## src/rtl/fwdf_pkg.sv

```systemverilog
`default_nettype none

package fwdf_pkg;

	localparam int unsigned VID_W = 32;

	localparam logic [1:0] MODE_VERTEX   = 2'd0;
	localparam logic [1:0] MODE_PASS_END = 2'd1;
	localparam logic [1:0] MODE_CLEAR    = 2'd2;

	typedef struct packed {
		logic [1:0]       mode;
		logic [VID_W-1:0] vertex_id;
	} in_t;

	typedef struct packed {
		logic [VID_W-1:0] unique_vertex;
		logic             pass_end;
	} out_t;

	typedef enum logic [1:0] {
		ST_CLEAR,
		ST_IDLE,
		ST_LOOKUP
	} state_t;

	typedef struct packed {
		logic accept;
		logic clr_step;
		logic commit_vertex;
		logic commit_marker;
		logic ptr_reset;
	} ctrl_cmd_t;

	typedef struct packed {
		logic [1:0] mode;
		logic       hit;
		logic       out_free;
		logic       clr_last;
	} ctrl_sts_t;

endpackage

`default_nettype wire

```

## src/rtl/fwdf_ctrl.sv

```systemverilog
`default_nettype none

module fwdf_ctrl (
	input  wire logic                 clk,
	input  wire logic                 arst_n,
	input  wire logic                 in_valid,
	output logic                      in_ready,
	input  wire fwdf_pkg::ctrl_sts_t  sts,
	output fwdf_pkg::ctrl_cmd_t       cmd
);

	import fwdf_pkg::*;

	state_t state_q;
	state_t state_d;

	always_ff @(posedge clk or negedge arst_n) begin
		if (!arst_n) begin
			state_q <= ST_CLEAR;
		end else begin
			state_q <= state_d;
		end
	end

	always_comb begin
		state_d = state_q;
		unique case (state_q)
			ST_CLEAR: begin
				if (sts.clr_last) begin
					state_d = ST_IDLE;
				end
			end
			ST_IDLE: begin
				if (in_valid) begin
					state_d = ST_LOOKUP;
				end
			end
			ST_LOOKUP: begin
				case (sts.mode)
					MODE_VERTEX: begin
						if (sts.hit || sts.out_free) begin
							state_d = ST_IDLE;
						end
					end
					MODE_PASS_END: begin
						if (sts.out_free) begin
							state_d = ST_IDLE;
						end
					end
					MODE_CLEAR: state_d = ST_CLEAR;
					default:    state_d = ST_IDLE;
				endcase
			end
			default: state_d = ST_IDLE;
		endcase
	end

	always_comb begin
		in_ready = 1'b0;
		cmd      = '0;
		unique case (state_q)
			ST_CLEAR: begin
				cmd.clr_step = 1'b1;
			end
			ST_IDLE: begin
				in_ready   = 1'b1;
				cmd.accept = in_valid;
			end
			ST_LOOKUP: begin
				case (sts.mode)
					MODE_VERTEX: begin
						cmd.commit_vertex = !sts.hit && sts.out_free;
					end
					MODE_PASS_END: begin
						cmd.commit_marker = sts.out_free;
						cmd.ptr_reset     = sts.out_free;
					end
					MODE_CLEAR: cmd.ptr_reset = 1'b1;
					default:    cmd.ptr_reset = 1'b0;
				endcase
			end
			default: cmd = '0;
		endcase
	end

endmodule

`default_nettype wire

```

## config.mk

```make
export PLATFORM = sky130hd
export DESIGN_NAME = fwdf_ctrl
export DESIGN_NICKNAME = d
export VERILOG_FILES = /design/src/rtl/fwdf_pkg.sv /design/src/rtl/fwdf_ctrl.sv
export SDC_FILE = /design/constraint.sdc
export NUM_CORES = 1
export LEC_CHECK = 0
export BUFFER_PORTS_ARGS = -buffer_cell sky130_fd_sc_hd__buf_2
export CAP_MARGIN = 30
export CORE_AREA = 2 2 39 41
export DETAILED_ROUTE_END_ITERATION = 8
export DIE_AREA = 0 0 41 43
export PLACE_DENSITY = 0.45
export SYNTH_ARGS = -nofsm -noshare
export SYNTH_HDL_FRONTEND = slang
export SYNTH_SLANG_ARGS = --single-unit
```

## constraint.sdc

```tcl
create_clock -name clk -period 1.4 [get_ports clk]
set_clock_uncertainty 0.15 [all_clocks]
set_input_delay 0.14 -clock clk [delete_from_list [all_inputs] [get_ports clk]]
set_output_delay 0.14 -clock clk [all_outputs]
set_load 0.03 [all_outputs]
```

==> results.sh <==
export IMPL_status="finished with violations"
export IMPL_violations="negative setup slack"
export IMPL_power_density_nw_per_um2=1560
export IMPL_largest_reg_flops=2
export IMPL_clkPwrFrac=0.215
export IMPL_grt_total_usage=0.0853
export IMPL_relSlewSlack=0.867
export IMPL_tns_ns=-0.185
export IMPL_dpl_hpwl_um=426
export IMPL_portBuffers=13
export IMPL_design_area_um2=392
export IMPL_p_sw_mw=0.256
export IMPL_setup_viol=3
export IMPL_maxCapViolations=0
export IMPL_synth_area_leaders="dfrtp_1, ha_1, inv_1"
export IMPL_final_antenna_net_count=0
export IMPL_drtIter0Drc=3
export IMPL_cts_sinks=2
export IMPL_wl_um=523
export IMPL_start_util=0.150
export IMPL_arrival_ns=1.20
export IMPL_io_pins=14
export IMPL_grt_overflow_total=0
export IMPL_numCtsBuffers=3
export IMPL_yosysTopAreaCell="dfrtp_1"
export IMPL_die_w_um=41
export IMPL_period_needed_ns=1.49
export IMPL_antenna_found_initial=0
export IMPL_drtPass1Iterations=2
export IMPL_crit_type="flip-flop to primary output"
export IMPL_largest_registers="state_q (2)"
export IMPL_routabilityCongestion=0.698
export IMPL_hold_worst_slack_ns=0.00129
export IMPL_viasPerCell=3.82
export IMPL_finalCritPeriodShare=1.07
export IMPL_cp_end_kind="primary output"
export IMPL_post_dp_cell_area_um2=317
export IMPL_min_path_type="input port to flip-flop"
export IMPL_tightestPinTransition_ns=0.197
export IMPL_power_mw=0.612
export IMPL_ys_types=18
export IMPL_yosys_warnings=0
export IMPL_combPwrFrac=0.625
export IMPL_synth_area_um2=208
export IMPL_leakage_nw=0.219
export IMPL_ys_ff_latch=2
export IMPL_num_rows=14
export IMPL_num_vias=237
export IMPL_hold_viol=0
export IMPL_critPathTopFamily="flip-flops"
export IMPL_avgSynthCellArea_um2=7.99
export IMPL_syn_inst=26
export IMPL_cts_tree="done"
export IMPL_setup_slack_ns=-0.0924
export IMPL_drc=0
export IMPL_fin_util=0.283
export IMPL_path_max_fanout=3
export IMPL_clk_pin_slew_ns=0.03
export IMPL_cp_start_kind="flip-flop"
export IMPL_area_delta_synth_final_pct=88.6
export IMPL_slowest_delay_ns=0.36
export IMPL_largest_register="state_q"
export IMPL_cp_slowest_cell="dfrtp_1"
export IMPL_rsz0062_at_grt="true"
export IMPL_ctsLongestPathBuffers=2
export IMPL_internal_power_mw=0.355
export IMPL_nNetsFinal=59
export IMPL_grt_pass1_vias=250
export IMPL_grt_pass1_wl_um=924
export IMPL_max_vdd_ir_drop_v=0.000405
export IMPL_path_cells="and2b_2 > nand3_2 > a21boi_2 > buf_6"
export IMPL_diodes=0
export IMPL_crit_required_ns=1.11
export IMPL_ys_seq_area_frac=0.241
export IMPL_synth_top_area_share=0.241
export IMPL_swShare=0.419
export IMPL_wl_per_cell_um=8.44
export IMPL_drive_gt1_frac=0.565
export IMPL_die_area_um2=1760
export IMPL_synth_nets=37
export IMPL_clk_latency_ns=0.23
export IMPL_timing_fmax_mhz=670
export IMPL_grt_max_degree=5
export IMPL_p_seq_frac=0.160
export IMPL_slew_violations=0
export IMPL_cp_num_buf_inv=1
export IMPL_cts_root_buf="clkbuf_4"
export IMPL_cts_htree_levels=1
export IMPL_die_h_um=43
export IMPL_core_area_um2=1380
-- through the flow --
stage          setup slack (ns)  cells
2_1_floorplan            0.0766     26
3_3_place_gp              0.111     57
4_1_cts                  -0.103     62
6_report                -0.0924     62
5_1_grt                  -0.195     62
3_5_place_dp             0.0782     57
-- layout by cell type (no fill, tap or decap), types with 2 or more instances in the layout --
master,instances
buf_2,9
ha_1,3
buf_4,2
dfrtp_1,2
clkbuf_4,3
inv_1,5
buf_6,5
nand2_1,2
-- logic make-up (layout without fill, tap and decap cells) --
kind of cell / after synthesis / in the layout / synth area share
simple gates: 10 / 10 / 0.301
buf+inv: 6 / 26 / 0.108
compound gates: 5 / 5 / 0.169
fa+ha+maj: 3 / 3 / 0.181
flops: 2 / 2 / 0.241
-- routing by layer --
layer	vias to the layer above	track usage	routed length [µm]
li1	125	-	-
met1	104	0.0836	214
met2	8	0.109	275
met3	0	0.0471	32
met4	0	0.100	0
met5	-	0	0
-- area by class of cell --
class | instances | area, µm²
flip-flops and latches | 2 | 50.0
clock buffers | 3 | 22.5
repair buffers | 17 | 126
well taps | 16 | 20.0
inverters | 6 | 22.5
multi-input cells | 18 | 150
fillers | 156 | 992
-- power groups by stage --
stage	registers (mW)	logic [mW]	clock network (mW)
finish	0.0977	0.382	0.132
global route	0.103	0.411	0.154
CTS	0.0978	0.388	0.135
detailed placement	0.102	0.338	0
global placement	0.101	0.339	0
floorplan	0.109	0.219	0
-- worst paths after layout --
check                      depth (start not counted)              startpoint                endpoint  slack (ns)
max reg2reg                                        6  state_q[0]$_DFFE_PN0P_  state_q[0]$_DFFE_PN0P_        0.16
min                                                3                in_valid  state_q[1]$_DFFE_PN0P_       0.001
min reg2reg                                        4  state_q[0]$_DFFE_PN0P_  state_q[1]$_DFFE_PN0P_        0.53
min in group asynchronous                          2                  arst_n  state_q[1]$_DFFE_PN0P_        0.08
max                                                4  state_q[0]$_DFFE_PN0P_                  cmd[0]       -0.09
max in group asynchronous                          2                  arst_n  state_q[0]$_DFFE_PN0P_        0.92
-- worst reg2reg max path, stage by stage, from the launching register on --
cell     delay [ns]
dfrtp_1        0.36
buf_4          0.14
nor2b_4        0.12
nand2_2        0.06
inv_2          0.04
a31oi_1        0.14
o31a_1         0.15
-- Yosys cell counts --
library cell / instances
nand2b_1: 1
and4_1: 1
inv_1: 5
a21oi_1: 1
nor2_1: 1
a31oi_1: 1
inv_2: 1
o31a_1: 1
and2b_1: 1
nand3_1: 1
nand2_2: 1
nand2_1: 2
nor2b_2: 1
nand2b_2: 1
o31ai_1: 1
a21boi_1: 1
ha_1: 3
dfrtp_1: 2
-- repair_timing --
action	in CTS	in global routing
setup buffers	1	0
resized for setup	11	0
setup endpoints to repair	4	4
pin swaps	0	1
hold buffers	1	0
endpoints found under the hold margin	2	0
Power figures use the tool's default switching activity.
